## src/rtl/core/lhs_pkg.sv

```systemverilog
`default_nettype none

package lhs_pkg;

    // operation codes of an input item
    localparam logic [1:0] OP_LOAD = 2'd0;
    localparam logic [1:0] OP_SWAP = 2'd1;
    localparam logic [1:0] OP_EMIT = 2'd2;

    // configuration register indexes
    localparam logic CFG_SAMPLE_COUNT = 1'b0;
    localparam logic CFG_DIM_COUNT    = 1'b1;

    // field widths
    localparam int BOUND_W  = 32;
    localparam int DIFF_W   = BOUND_W + 1;
    localparam int SCNT_W   = 9;
    localparam int DCNT_W   = 4;
    localparam int CFG_W    = 9;
    localparam int FDIM_W   = 3;
    localparam int FPOS_W   = 8;
    localparam int FLVL_W   = 8;

    // register reset values
    localparam logic [SCNT_W-1:0] RST_SAMPLE_COUNT = 9'd256;
    localparam logic [DCNT_W-1:0] RST_DIM_COUNT    = 4'd8;

    // parameter defaults
    localparam int DEF_MAX_DIMS    = 8;
    localparam int DEF_MAX_SAMPLES = 256;

endpackage

`default_nettype wire

```

## src/rtl/core/lhs_scaler.sv

```systemverilog
`default_nettype none

module lhs_scaler
    import lhs_pkg::*;
#(
    parameter int LVL_W = 8,
    parameter int N_W   = 9
) (
    input  wire logic               i_clk,
    input  wire logic               i_rst_n,
    input  wire logic               i_start,
    input  wire logic [BOUND_W-1:0] i_lo,
    input  wire logic [BOUND_W-1:0] i_hi,
    input  wire logic [LVL_W-1:0]   i_lvl,
    input  wire logic [N_W-1:0]     i_n,
    output logic                    o_done,
    output logic      [BOUND_W-1:0] o_value
);

    localparam int PROD_W = DIFF_W + LVL_W;
    localparam int SUM_W  = PROD_W + 2;
    localparam int CNT_W  = $clog2(PROD_W + 1);

    localparam logic [2:0] SC_IDLE = 3'd0;
    localparam logic [2:0] SC_MUL  = 3'd1;
    localparam logic [2:0] SC_DIV  = 3'd2;
    localparam logic [2:0] SC_NEG  = 3'd3;
    localparam logic [2:0] SC_SUM  = 3'd4;

    logic [2:0]         r_state;
    logic [CNT_W-1:0]   r_cnt;
    logic               r_done;
    logic [BOUND_W-1:0] r_lo;
    logic               r_neg;
    logic [PROD_W-1:0]  r_acc;
    logic [PROD_W-1:0]  r_mcand;
    logic [LVL_W-1:0]   r_mplier;
    logic [N_W-1:0]     r_n;
    logic [N_W-1:0]     r_rem;
    logic [PROD_W:0]    r_q;
    logic [BOUND_W-1:0] r_value;

    logic [DIFF_W-1:0]    diff;
    logic [DIFF_W-1:0]    mag;
    logic [N_W:0]         trial;
    logic                 ge;
    logic [PROD_W:0]      q_inc;
    logic [SUM_W-1:0]     sum;
    logic [SUM_W-BOUND_W:0] sum_top;
    logic [BOUND_W-1:0]   sat;

    // range width and its magnitude
    assign diff = {i_hi[BOUND_W-1], i_hi} - {i_lo[BOUND_W-1], i_lo};
    assign mag  = diff[DIFF_W-1] ? (~diff + DIFF_W'(1)) : diff;

    // restoring division step, one quotient bit per cycle
    assign trial = {r_rem, r_acc[PROD_W-1]};
    assign ge    = (trial >= {1'b0, r_n});

    // floor rounding: negative quotients round away from zero on a remainder
    assign q_inc = {1'b0, r_acc} + (PROD_W + 1)'(r_rem != '0);

    // final sum with saturation to 32 bits
    assign sum     = {{(SUM_W - BOUND_W){r_lo[BOUND_W-1]}}, r_lo} + {r_q[PROD_W], r_q};
    assign sum_top = sum[SUM_W-1:BOUND_W-1];
    assign sat     = ((&sum_top) || !(|sum_top)) ? sum[BOUND_W-1:0] :
                     (sum[SUM_W-1] ? {1'b1, {(BOUND_W - 1){1'b0}}}
                                   : {1'b0, {(BOUND_W - 1){1'b1}}});

    // shift-add multiply, shift-subtract divide, then sign and saturated sum
    always_ff @(posedge i_clk) begin
        if (!i_rst_n) begin
            r_state <= SC_IDLE;
            r_done  <= 1'b0;
        end else begin
            r_done <= (r_state == SC_SUM);
            unique case (r_state)
                SC_IDLE: begin
                    if (i_start) begin
                        r_lo     <= i_lo;
                        r_neg    <= diff[DIFF_W-1];
                        r_acc    <= '0;
                        r_mcand  <= PROD_W'(mag);
                        r_mplier <= i_lvl;
                        r_n      <= i_n;
                        r_rem    <= '0;
                        r_cnt    <= CNT_W'(LVL_W - 1);
                        r_state  <= SC_MUL;
                    end
                end
                SC_MUL: begin
                    if (r_mplier[0]) begin
                        r_acc <= r_acc + r_mcand;
                    end
                    r_mcand  <= r_mcand << 1;
                    r_mplier <= r_mplier >> 1;
                    if (r_cnt == '0) begin
                        r_cnt   <= CNT_W'(PROD_W - 1);
                        r_state <= SC_DIV;
                    end else begin
                        r_cnt <= r_cnt - CNT_W'(1);
                    end
                end
                SC_DIV: begin
                    r_rem <= ge ? N_W'(trial - {1'b0, r_n}) : N_W'(trial);
                    r_acc <= {r_acc[PROD_W-2:0], ge};
                    if (r_cnt == '0) begin
                        r_state <= SC_NEG;
                    end else begin
                        r_cnt <= r_cnt - CNT_W'(1);
                    end
                end
                SC_NEG: begin
                    r_q     <= r_neg ? (~q_inc + (PROD_W + 1)'(1)) : {1'b0, r_acc};
                    r_state <= SC_SUM;
                end
                SC_SUM: begin
                    r_value <= sat;
                    r_state <= SC_IDLE;
                end
                default: begin
                    r_state <= SC_IDLE;
                end
            endcase
        end
    end

    assign o_done  = r_done;
    assign o_value = r_value;

endmodule

`default_nettype wire

```

## config.mk

```make
export PLATFORM = sky130hd
export DESIGN_NAME = lhs_scaler
export DESIGN_NICKNAME = d
export VERILOG_FILES = /design/src/rtl/core/lhs_pkg.sv /design/src/rtl/core/lhs_scaler.sv
export SDC_FILE = /design/constraint.sdc
export NUM_CORES = 1
export LEC_CHECK = 0
export BUFFER_PORTS_ARGS = -buffer_cell sky130_fd_sc_hd__buf_4
export CAP_MARGIN = 25
export CORE_ASPECT_RATIO = 0.75
export CORE_MARGIN = 2
export CORE_UTILIZATION = 65
export DETAILED_ROUTE_END_ITERATION = 7
export HOLD_SLACK_MARGIN = 0.02
export PLACE_DENSITY = 0.95
export SLEW_MARGIN = 0
export SYNTH_ARGS = -nofsm -noshare
export SYNTH_HDL_FRONTEND = slang
export SYNTH_SLANG_ARGS = --single-unit
```

## constraint.sdc

```tcl
create_clock -name i_clk -period 9 [get_ports i_clk]
set_clock_uncertainty 0.2 [all_clocks]
set_input_delay 1.35 -clock i_clk [delete_from_list [all_inputs] [get_ports i_clk]]
set_output_delay 1.35 -clock i_clk [all_outputs]
set_load 0.01 [all_outputs]
```

After elaboration in Yosys (flattened, before gate mapping)
Cells that the tools add are included.
{ "totals": {"regBits": 225, "in_bits": 84, "elab_cells": 73} }
{ "op_classes": {"n_addsub": 8, "order_cmp": 1, "eq_ne": 9, "muxes": 22, "n_bitwise": 2, "reduce_logical": 18} }
{ "op_table": {"columns": ["operator", "n"], "rows": [
  ["two-way mux 41 bit", 4],
  ["case mux 41 bit (3 select lines)", 1],
  ["case mux 41 bit (2 select lines)", 1],
  ["two-way mux 32 bit", 2],
  ["adder 32 x 42 -> 43 bit", 1],
  ["adder 41 x 1 -> 42 bit", 1],
  ["adder 42 x 1 -> 42 bit, second input constant", 1],
  ["inverter 42 bit", 1],
  ["adder 41 bit", 1],
  ["adder 33 x 1 -> 33 bit, second input constant", 1],
  ["two-way mux 33 bit", 1],
  ["inverter 33 bit", 1],
  ["subtractor 32 x 32 -> 33 bit", 1],
  ["two-way mux 6 bit", 3],
  ["two-way mux 9 bit", 2],
  ["case mux 6 bit (3 select lines)", 1],
  ["case mux 9 bit (2 select lines)", 1],
  ["case mux 8 bit (2 select lines)", 1],
  ["case mux 3 bit (4 select lines)", 1],
  ["AND reduction 12 bit", 1],
  ["AND reduction 3 bit", 4],
  ["OR reduction 12 bit", 1],
  ["greater-or-equal comparator 10 x 9 -> 1 bit", 1],
  ["!= test 2 bit, second input constant", 5],
  ["other kinds (16)", 22]
]} }

Depth between registers and ports, before layout
Gate-level depths: netlist of the first run.
{ "depth": {"depth_word": 6, "mapped_depth": 18, "mapped_depth_nobuf": 17} }

Worst setup path after synthesis of the first run
OpenSTA, ideal clock, no wires.
{ "synth_timing": {"kind": "input-to-reg", "from": "in i_lo[2]", "to": "reg r_mcand[31] (data pin)", "arrival_time_ns": 4.581, "path_slack_ns": 3.949, "path_stages": 14, "path_buffers": 0, "cell_sequence": "inv_1 ha_1 nor2b_4 o31a_1 o31a_1 a31oi_4 xor2_2 o2111ai_2 or4_4 nand3b_4 or3_4 o41ai_4 xnor2_1 a21oi_1"} }
{ "synth_via": {"elab_chain_cells": 6} }
{ "synth_lines": {"columns": ["item", "line", "text"], "rows": [
  ["start, declared", "lhs_scaler.sv:12", "input wire logic [BOUND_W-1:0] i_lo,"],
  ["subtractor 32 x 32 -> 33 bit (*)", "lhs_scaler.sv:53", "assign diff = {i_hi[BOUND_W-1], i_hi} - {i_lo[BOUND_W-1], i_lo};"],
  ["inverter 33 bit", "lhs_scaler.sv:54", "assign mag = diff[DIFF_W-1] ? (~diff + DIFF_W'(1)) : diff;"],
  ["adder 33 x 1 -> 33 bit", "lhs_scaler.sv:54", null],
  ["two-way mux 33 bit (*)", "lhs_scaler.sv:54", null],
  ["two-way mux 41 bit (*)", "lhs_scaler.sv:79", "if (i_start) begin"],
  ["case mux 41 bit (2 select lines) (*)", "lhs_scaler.sv:77", "unique case (r_state)"],
  ["end signal, assigned", "lhs_scaler.sv:83", "r_mcand <= PROD_W'(mag);"],
  ["end signal, assigned", "lhs_scaler.sv:95", "r_mcand <= r_mcand << 1;"],
  ["end, declared", "lhs_scaler.sv:36", "logic [PROD_W-1:0] r_mcand;"]
]} }
Every way passes the cells marked *; elsewhere a longest branch is shown, timed or not. The select of a mux whose other input is x is not followed.
A chain may end at the register's enable or synchronous reset.

Worst setup path after layout of the first run
{ "layout_timing": {"from": "reg r_lo[0]", "to": "reg r_value[21] (netlist: o_value[21]) (data pin)"} }
{ "layout_via": {"elab_chain_cells": 5, "elab_cells_between_ends": 7} }
{ "layout_lines": {"columns": ["item", "line", "text"], "rows": [
  ["start, declared", "lhs_scaler.sv:33", "logic [BOUND_W-1:0] r_lo;"],
  ["start signal, assigned", "lhs_scaler.sv:80", "r_lo <= i_lo;"],
  ["adder 32 x 42 -> 43 bit (*)", "lhs_scaler.sv:64", "assign sum = {{(SUM_W - BOUND_W){r_lo[BOUND_W-1]}}, r_lo} + {r_q[PROD_W], r_q};"],
  ["OR reduction 12 bit", "lhs_scaler.sv:66", "assign sat = ((&sum_top) || !(|sum_top)) ? sum[BOUND_W-1:0] :"],
  ["logical NOT 1 bit", "lhs_scaler.sv:66", null],
  ["logical OR 1 bit", "lhs_scaler.sv:66", null],
  ["two-way mux 32 bit (*)", "lhs_scaler.sv:66", null],
  ["net sat[21]", "lhs_scaler.sv:50", "logic [BOUND_W-1:0] sat;"],
  ["end signal, assigned", "lhs_scaler.sv:118", "r_value <= sat;"],
  ["end, declared", "lhs_scaler.sv:41", "logic [BOUND_W-1:0] r_value;"]
]} }
The timed path passes the listed nets; every way through them passes the cells marked *.

==> impl_metrics.csv, run 1 <==
group,metric,value,unit
run_status,outcome,"complete, no violations",
clock_network,cts_tree,"built",
global_route,grt_use_total,0.3170,
worst_setup_path,startpoint_type,"flop",
die,die_area,0.02864,mm²
yosys,ys_ff_latch,225,
worst_setup_path,critPathMaxStageDelay,0.81,ns
die,die_w,194.7,µm
clock_network,clockBufferDepth,3,
global_route,antenna_found_initial,1,
detailed_routing,drtIter0Drc,1670,
yosys,synthCells,1966,
pwr,ir_worst_vdd,0.0001263,V
worst_setup_path,critPathCaptureType,"flop",
pwr,power.density,161.7,mW/mm²
yosys,yosys.area.top_type,"edfxtp_1",
clock_network,clkTransAtPathRegs,0.07,ns
worst_setup_path,cp-startpoint,"r_lo[0]$_DFFE_PP_",
job,maxCapViolCount,0,
finish,antennaDiodeCount,0,
clock_network,post_cts_buffers,0,
worst_setup_path,rr_startpoint,"r_lo[0]$_DFFE_PP_",
sta,setup_viol,0,
clock_network,cts.sinks,225,
placement,gp_congestion,0.9366,
yosys,synth-compound-area-share,0.2109,
sta,max_freq,0.1806,GHz
yosys,synth_xor_xnor_area_share,0.09919,
sta,grt_setup_unrepaired,"false",
die,io_pins,117,
yosys,synth_cell_types,79,
min_path,hp-start,"r_mplier[3]$_DFFE_PP_",
yosys,synth.top_cells.by_count,"edfxtp_1, nand2_1, o21ai_0",
global_route,grt_pass1_wl,73.44,mm
detailed_routing,routed_wl,46.14,mm
finish,fin_area,0.01971,mm²
sta,worst_slew_pin_slew,1.038,ns
yosys,yosys_warnings,0,
worst_setup_path,critPathKind,"reg -> reg",
worst_setup_path,crit_slowest_cell,"a41o_1",
yosys,synth-simple-area-share,0.1724,
yosys,synth_area,0.01774,mm²
finish,layout-drive-gt1-share,0.09577,
yosys,synth_mux_area_frac,0.008113,
yosys,ys_seq_area_frac,0.3787,
worst_setup_path,critPathMaxFanout,31,
yosys,synth_top_family_by_area,"compound AO/OA/AOI/OAI gates",
sta,final_max_slew_viol_count,0,
yosys,ys.flop_type,"edfxtp_1",
min_path,hp-class,"reg -> reg",
worst_setup_path,path_cells,"ha_1, inv_1, fa_1, nor2b_1, o211ai_1, a31o_2, o311ai_0, o211ai_1, o31ai_1, xor2_1, or4_1, nor4_1, a41o_1, o21ai_0",
sta,period_share,0.6153,
sta,tns,0,ns
worst_setup_path,crit_family,"compound AO/OA/AOI/OAI gates",
clock_network,clock_latency,0.53,ns
detailed_routing,drc_errors,0,
placement,place_area,0.01883,mm²
global_route,first_global_vias,14300,
yosys,synth_nets,2182,
clock_network,root_buffer,"clkbuf_16",
detailed_routing,wl_per_cell,19.16,µm
global_route,grt_max_degree,69,
sta,slew-limit-headroom,0.3077,
placement,dp_slack,3.227,ns
placement,io_buffer_count,116,
worst_setup_path,cp_num_buf_inv,1,
clock_network,cts_hold_buf,0,
worst_setup_path,required,9.01,ns
detailed_routing,dr.pass1.iters,6,
worst_setup_path,crit_top_cell,"o211ai_1",
global_route,grt_util_met2,0.4833,
global_route,met1_usage,0.4663,
yosys,async_reset_ff_frac,0,
yosys,synth-edff-count,221,
global_route,grtUsageMet3,0.07048,
global_route,grt.overflow.total,0,
yosys,synth_top_area_frac,0.3742,
yosys,yosys-top-cells-area,"edfxtp_1, ha_1, xnor2_1",
yosys,yosysMostFrequentCell,"edfxtp_1",
sta,hold_viol_final,0,
worst_setup_path,crit_arrival,5.55,ns
die,start_util,0.6584,
detailed_routing,ant_nets,0,
sta,finalWorstSetupSlack,3.462,ns
placement,dpl.hpwl,35.24,mm
yosys,synthAdderAreaFrac,0.09481,
clock_network,cts_max_level,1,
finish,fin_nets,2255,
global_route,grt.busiest_layer,"met2",
detailed_routing,viasPerCell,6.409,
clock_network,cts_resized,0,
die,die_h,147.1,µm
clock_network,numCtsBuffers,24,
die,core-area,0.02694,mm²
detailed_routing,num_vias,15430,
finish,syn_to_final_growth,11.10,%
die,core.rowCount,52,
sta,period_needed,5.538,ns
yosys,post_synth.cell_area_avg,9.021,µm²
pwr,power.leakage,0.007793,µW
-- power by group --
| group | internal (µW) | total [µW] | switching, µW |
|---|---|---|---|
| combinational | 340 | 819 | 479 |
| sequential | 1240 | 1300 | 65.1 |
| clock | 643 | 1060 | 421 |
| total | 2220 | 3190 | 965 |
-- sequential cells by signal, indices dropped and copies added (netlist names), 3 cells and up --
register  cells
r_state       3
o_value      32
r_mplier      8
r_q          42
r_cnt         6
r_n           9
r_mcand      41
r_acc        41
r_lo         32
r_rem         9
-- final cells by class --
cell class | count | area, µm²
Timing Repair Buffer | 124 | 943.4
Clock inverter | 13 | 183.9
Clock buffer | 31 | 668.1
Tap cell | 351 | 439.2
Multi-Input combinational cell | 1574 | 10420
Inverter | 90 | 337.8
Sequential cell | 225 | 6716
Fill cell | 1924 | 7231
-- cell families (layout without fill, tap and decap cells) --
family	count (synthesis)	in the layout
mux	14	14
xor+xnor	200	200
buf+inv	167	258
compound gates	596	596
simple gates	632	632
fa+ha+maj	132	132
flops	225	225
-- placed cells by master (no fill, tap or decap), types with 28 or more instances in the layout --
cell	count
edfxtp_1	221
nand2_1	215
o21ai_0	173
a21oi_1	168
nor2_1	134
ha_1	128
buf_4	123
xnor2_1	118
inv_1	89
xor2_1	81
a21o_1	67
nand3_1	57
nor3_1	39
nand4_1	28
-- final timing paths --
check / to / slack [ns] / depth (start not counted)
hold / removal: r_mplier[2]$_DFFE_PP_ / 0.31 / 2
setup reg to reg: o_value[21]$_DFFE_PP_ / 3.46 / 14
hold reg to reg: r_mplier[2]$_DFFE_PP_ / 0.31 / 2
setup / recovery: o_value[21]$_DFFE_PP_ / 3.46 / 14
-- per-layer routing --
metal,vias up,wire length (µm)
met5,-,0
met4,0,920
met3,81,5864
met2,819,19420
met1,7143,19930
li1,7390,-
-- per-stage QoR --
step / util / power [µW] / cells / hold slack [ns]
2_1_floorplan: - / 1913 / 1966 / 0.2836
3_3_place_gp: 0.6992 / 2071 / 2363 / 0.2862
3_5_place_dp: 0.6992 / 2112 / 2363 / 0.2926
4_1_cts: 0.7308 / 3168 / 2407 / 0.3100
5_1_grt: 0.7316 / 3311 / 2408 / 0.3362
6_report: 0.7316 / 3186 / 2408 / 0.3106
-- worst reg2reg max path, delay by kind of cell (launching register included) --
family / cells / cell delay (ns)
and+or+nand+nor: 3 / 0.80
AOI/OAI and AO/OA: 7 / 2.94
adders and majority gates: 2 / 0.64
DFF: 1 / 0.47
xor gates and xnor gates: 1 / 0.15
buffers and inverters: 1 / 0.06
No activity file was read; power rests on OpenSTA's default activity.
==> run 2: changes to the inputs <==
--- a/config.mk
+++ b/config.mk
@@ -9,10 +9,10 @@
 export CAP_MARGIN = 25
 export CORE_ASPECT_RATIO = 0.75
 export CORE_MARGIN = 2
-export CORE_UTILIZATION = 65
+export CORE_UTILIZATION = 56
 export DETAILED_ROUTE_END_ITERATION = 7
 export HOLD_SLACK_MARGIN = 0.02
-export PLACE_DENSITY = 0.95
+export PLACE_DENSITY = 0.9
 export SLEW_MARGIN = 0
 export SYNTH_ARGS = -nofsm -noshare
 export SYNTH_HDL_FRONTEND = slang
==> constraint.sdc (replaced) <==
create_clock -name i_clk -period 4.6 [get_ports i_clk]
set_clock_uncertainty 0.2 [all_clocks]
set_input_delay 0.69 -clock i_clk [delete_from_list [all_inputs] [get_ports i_clk]]
set_output_delay 0.69 -clock i_clk [all_outputs]
set_load 0.01 [all_outputs]
==> run 2 against run 1 <==
Register-to-register slack got worse by 3.3 ns. Critical path depth increased by 2. Utilization down 7.4 points. Clock power is 100% higher. Total power grew 100%. Non-clock buffer count rose by 89. Count of clock-buffer cells in the layout up 1. Largest cell class unchanged.
==> impl_metrics.csv, run 2 (same netlist as run 1, synthesis figures left out) <==
group,metric,value,unit
worst_setup_path,startpoint_type,"flop",
job,maxCapViolCount,0,
finish,seqCellArea,0.006716,mm²
finish,layoutNonFillerInstCount,2554,
global_route,first_global_vias,14460,
pwr,total_power,6398,µW
finish,largest_register,"r_q",
clock_network,cts.sinks,225,
die,die_area,0.03313,mm²
placement,dpl.hpwl,37.34,mm
detailed_routing,wl_per_cell,18.75,µm
detailed_routing,dr.pass1.iters,8,
sta,setup_viol,0,
pwr,ir_worst_vdd,0.0002304,V
pwr,power.density,311.2,mW/mm²
clock_network,root_buffer,"clkbuf_16",
worst_setup_path,cp_num_buf_inv,3,
global_route,grt.overflow.total,0,
worst_setup_path,critPathMaxFanout,31,
finish,final_common_cell,"edfxtp_1",
worst_setup_path,critPathKind,"reg -> reg",
finish,largest_reg_flops,42,
finish,fin_nets,2345,
run_status,outcome,"complete, no violations",
clock_network,clkTransAtPathRegs,0.06,ns
worst_setup_path,crit_arrival,4.52,ns
placement,io_buffer_count,116,
finish,layout-drive-gt1-share,0.1415,
die,io_pins,117,
sta,slew-limit-headroom,0.3341,
sta,period_share,0.9669,
worst_setup_path,crit_family,"compound AO/OA/AOI/OAI gates",
detailed_routing,viasPerCell,6.166,
placement,dp_slack,-0.07214,ns
sta,final_max_slew_viol_count,0,
finish,fin_area,0.02056,mm²
worst_setup_path,required,4.68,ns
detailed_routing,num_vias,15750,
detailed_routing,drtIter0Drc,1455,
sta,period_needed,4.448,ns
die,die_h,158.1,µm
finish,antennaDiodeCount,0,
die,start_util,0.5675,
sta,hold_viol_final,0,
sta,finalWorstSetupSlack,0.1523,ns
clock_network,cts_max_level,1,
finish,syn_to_final_growth,15.92,%
finish,final_cell_mix,"edfxtp_1, nand2_1, buf_4",
placement,place_area,0.01957,mm²
clock_network,numCtsBuffers,25,
worst_setup_path,crit_slowest_cell,"edfxtp_1",
sta,max_freq,0.2248,GHz
global_route,grt_use_total,0.2846,
clock_network,cts_hold_buf,0,
placement,gp_congestion,0.9414,
global_route,grt_max_degree,68,
detailed_routing,ant_nets,0,
detailed_routing,routed_wl,47.89,mm
min_path,hp-class,"in -> reg",
finish,n_fill_cell,2472,
die,die_w,209.5,µm
clock_network,clock_latency,0.55,ns
pwr,power.leakage,0.008255,µW
finish,multi_input_area,0.01050,mm²
worst_setup_path,critPathCaptureType,"flop",
global_route,antenna_found_initial,3,
worst_setup_path,critPathMaxStageDelay,0.49,ns
clock_network,clockBufferDepth,3,
clock_network,cts_tree,"built",
placement,dp.cells,2503,
die,core.rowCount,56,
die,core-area,0.03125,mm²
finish,reg.largest.list,"r_q x42, r_acc x41, r_mcand x41",
global_route,grt_pass1_wl,75.41,mm
worst_setup_path,crit_top_cell,"o211ai_1",
worst_setup_path,path_cells,"ha_4, inv_1, fa_1, nor2b_2, o211ai_1, a31o_2, o311ai_2, buf_4, o211ai_1, o31ai_2, xor2_1, or4_1, nor4_1, a41o_1, buf_12, o21ai_0",
detailed_routing,drc_errors,0,
sta,worst_slew_pin_slew,0.9989,ns
[run 2: cell types whose count changed in the layout (fill, tap and decap cells not counted), moves of 2 or more]
cell and change:
buf_4 +88, ha_1 -2, nor4_1 -2, nor4_2 +2, o21ai_0 -3, o21ai_1 +2, o311ai_0 -2, o311ai_2 +2
[run 2: timing repair]
action / 4_1_cts / 5_1_grt
resized for setup: 0 / 21
setup endpoints to repair: 0 / 47
buffers inserted: 0 / 5
[run 2: cell type report]
class,count,area share
inverters,90,0.01643
repair buffers,213,0.07900
flip-flops and latches,225,0.3267
clock inverters,14,0.009494
well taps,406,0.02471
clock buffers,32,0.03317
multi-input cells,1574,0.5105
[run 2: stage by stage]
stage          TNS [ns]  hold WS [ns]  utilization
4_1_cts               0        0.1058       0.6541
5_1_grt        -0.03250        0.1122       0.6579
3_3_place_gp   -0.01341        0.2903       0.6261
2_1_floorplan         0        0.2836            -
6_report              0        0.1191       0.6579
3_5_place_dp    -0.1728        0.2912       0.6261
[run 2: path summary, 6_finish.rpt]
check                                      startpoint                     to  slack [ns]  depth (start not counted)
worst max-delay path                r_lo[0]$_DFFE_PP_   o_value[8]$_DFFE_PP_        0.15                         16
worst min-delay path                           i_n[0]       r_n[0]$_DFFE_PP_        0.12                          1
worst max register to register      r_lo[0]$_DFFE_PP_   o_value[8]$_DFFE_PP_        0.15                         16
worst min register to register  r_mplier[3]$_DFFE_PP_  r_mplier[2]$_DFFE_PP_        0.31                          2
[run 2: routing by layer]
layer  GRT usage  wire length [µm]  vias up
met3     0.07102              5120       80
met2      0.4297             19930      707
met5           0                 0        -
met1      0.4098             21720     7371
li1            -                 -     7590
met4     0.07261              1126        0
[run 2: report_power, final]
group | leakage (µW) | internal, µW | switching (µW) | total (µW)
clock network | 0.000424 | 1280 | 855 | 2140
registers | 0.00209 | 2420 | 110 | 2530
logic | 0.00574 | 754 | 977 | 1730
total | 0.00826 | 4460 | 1940 | 6400
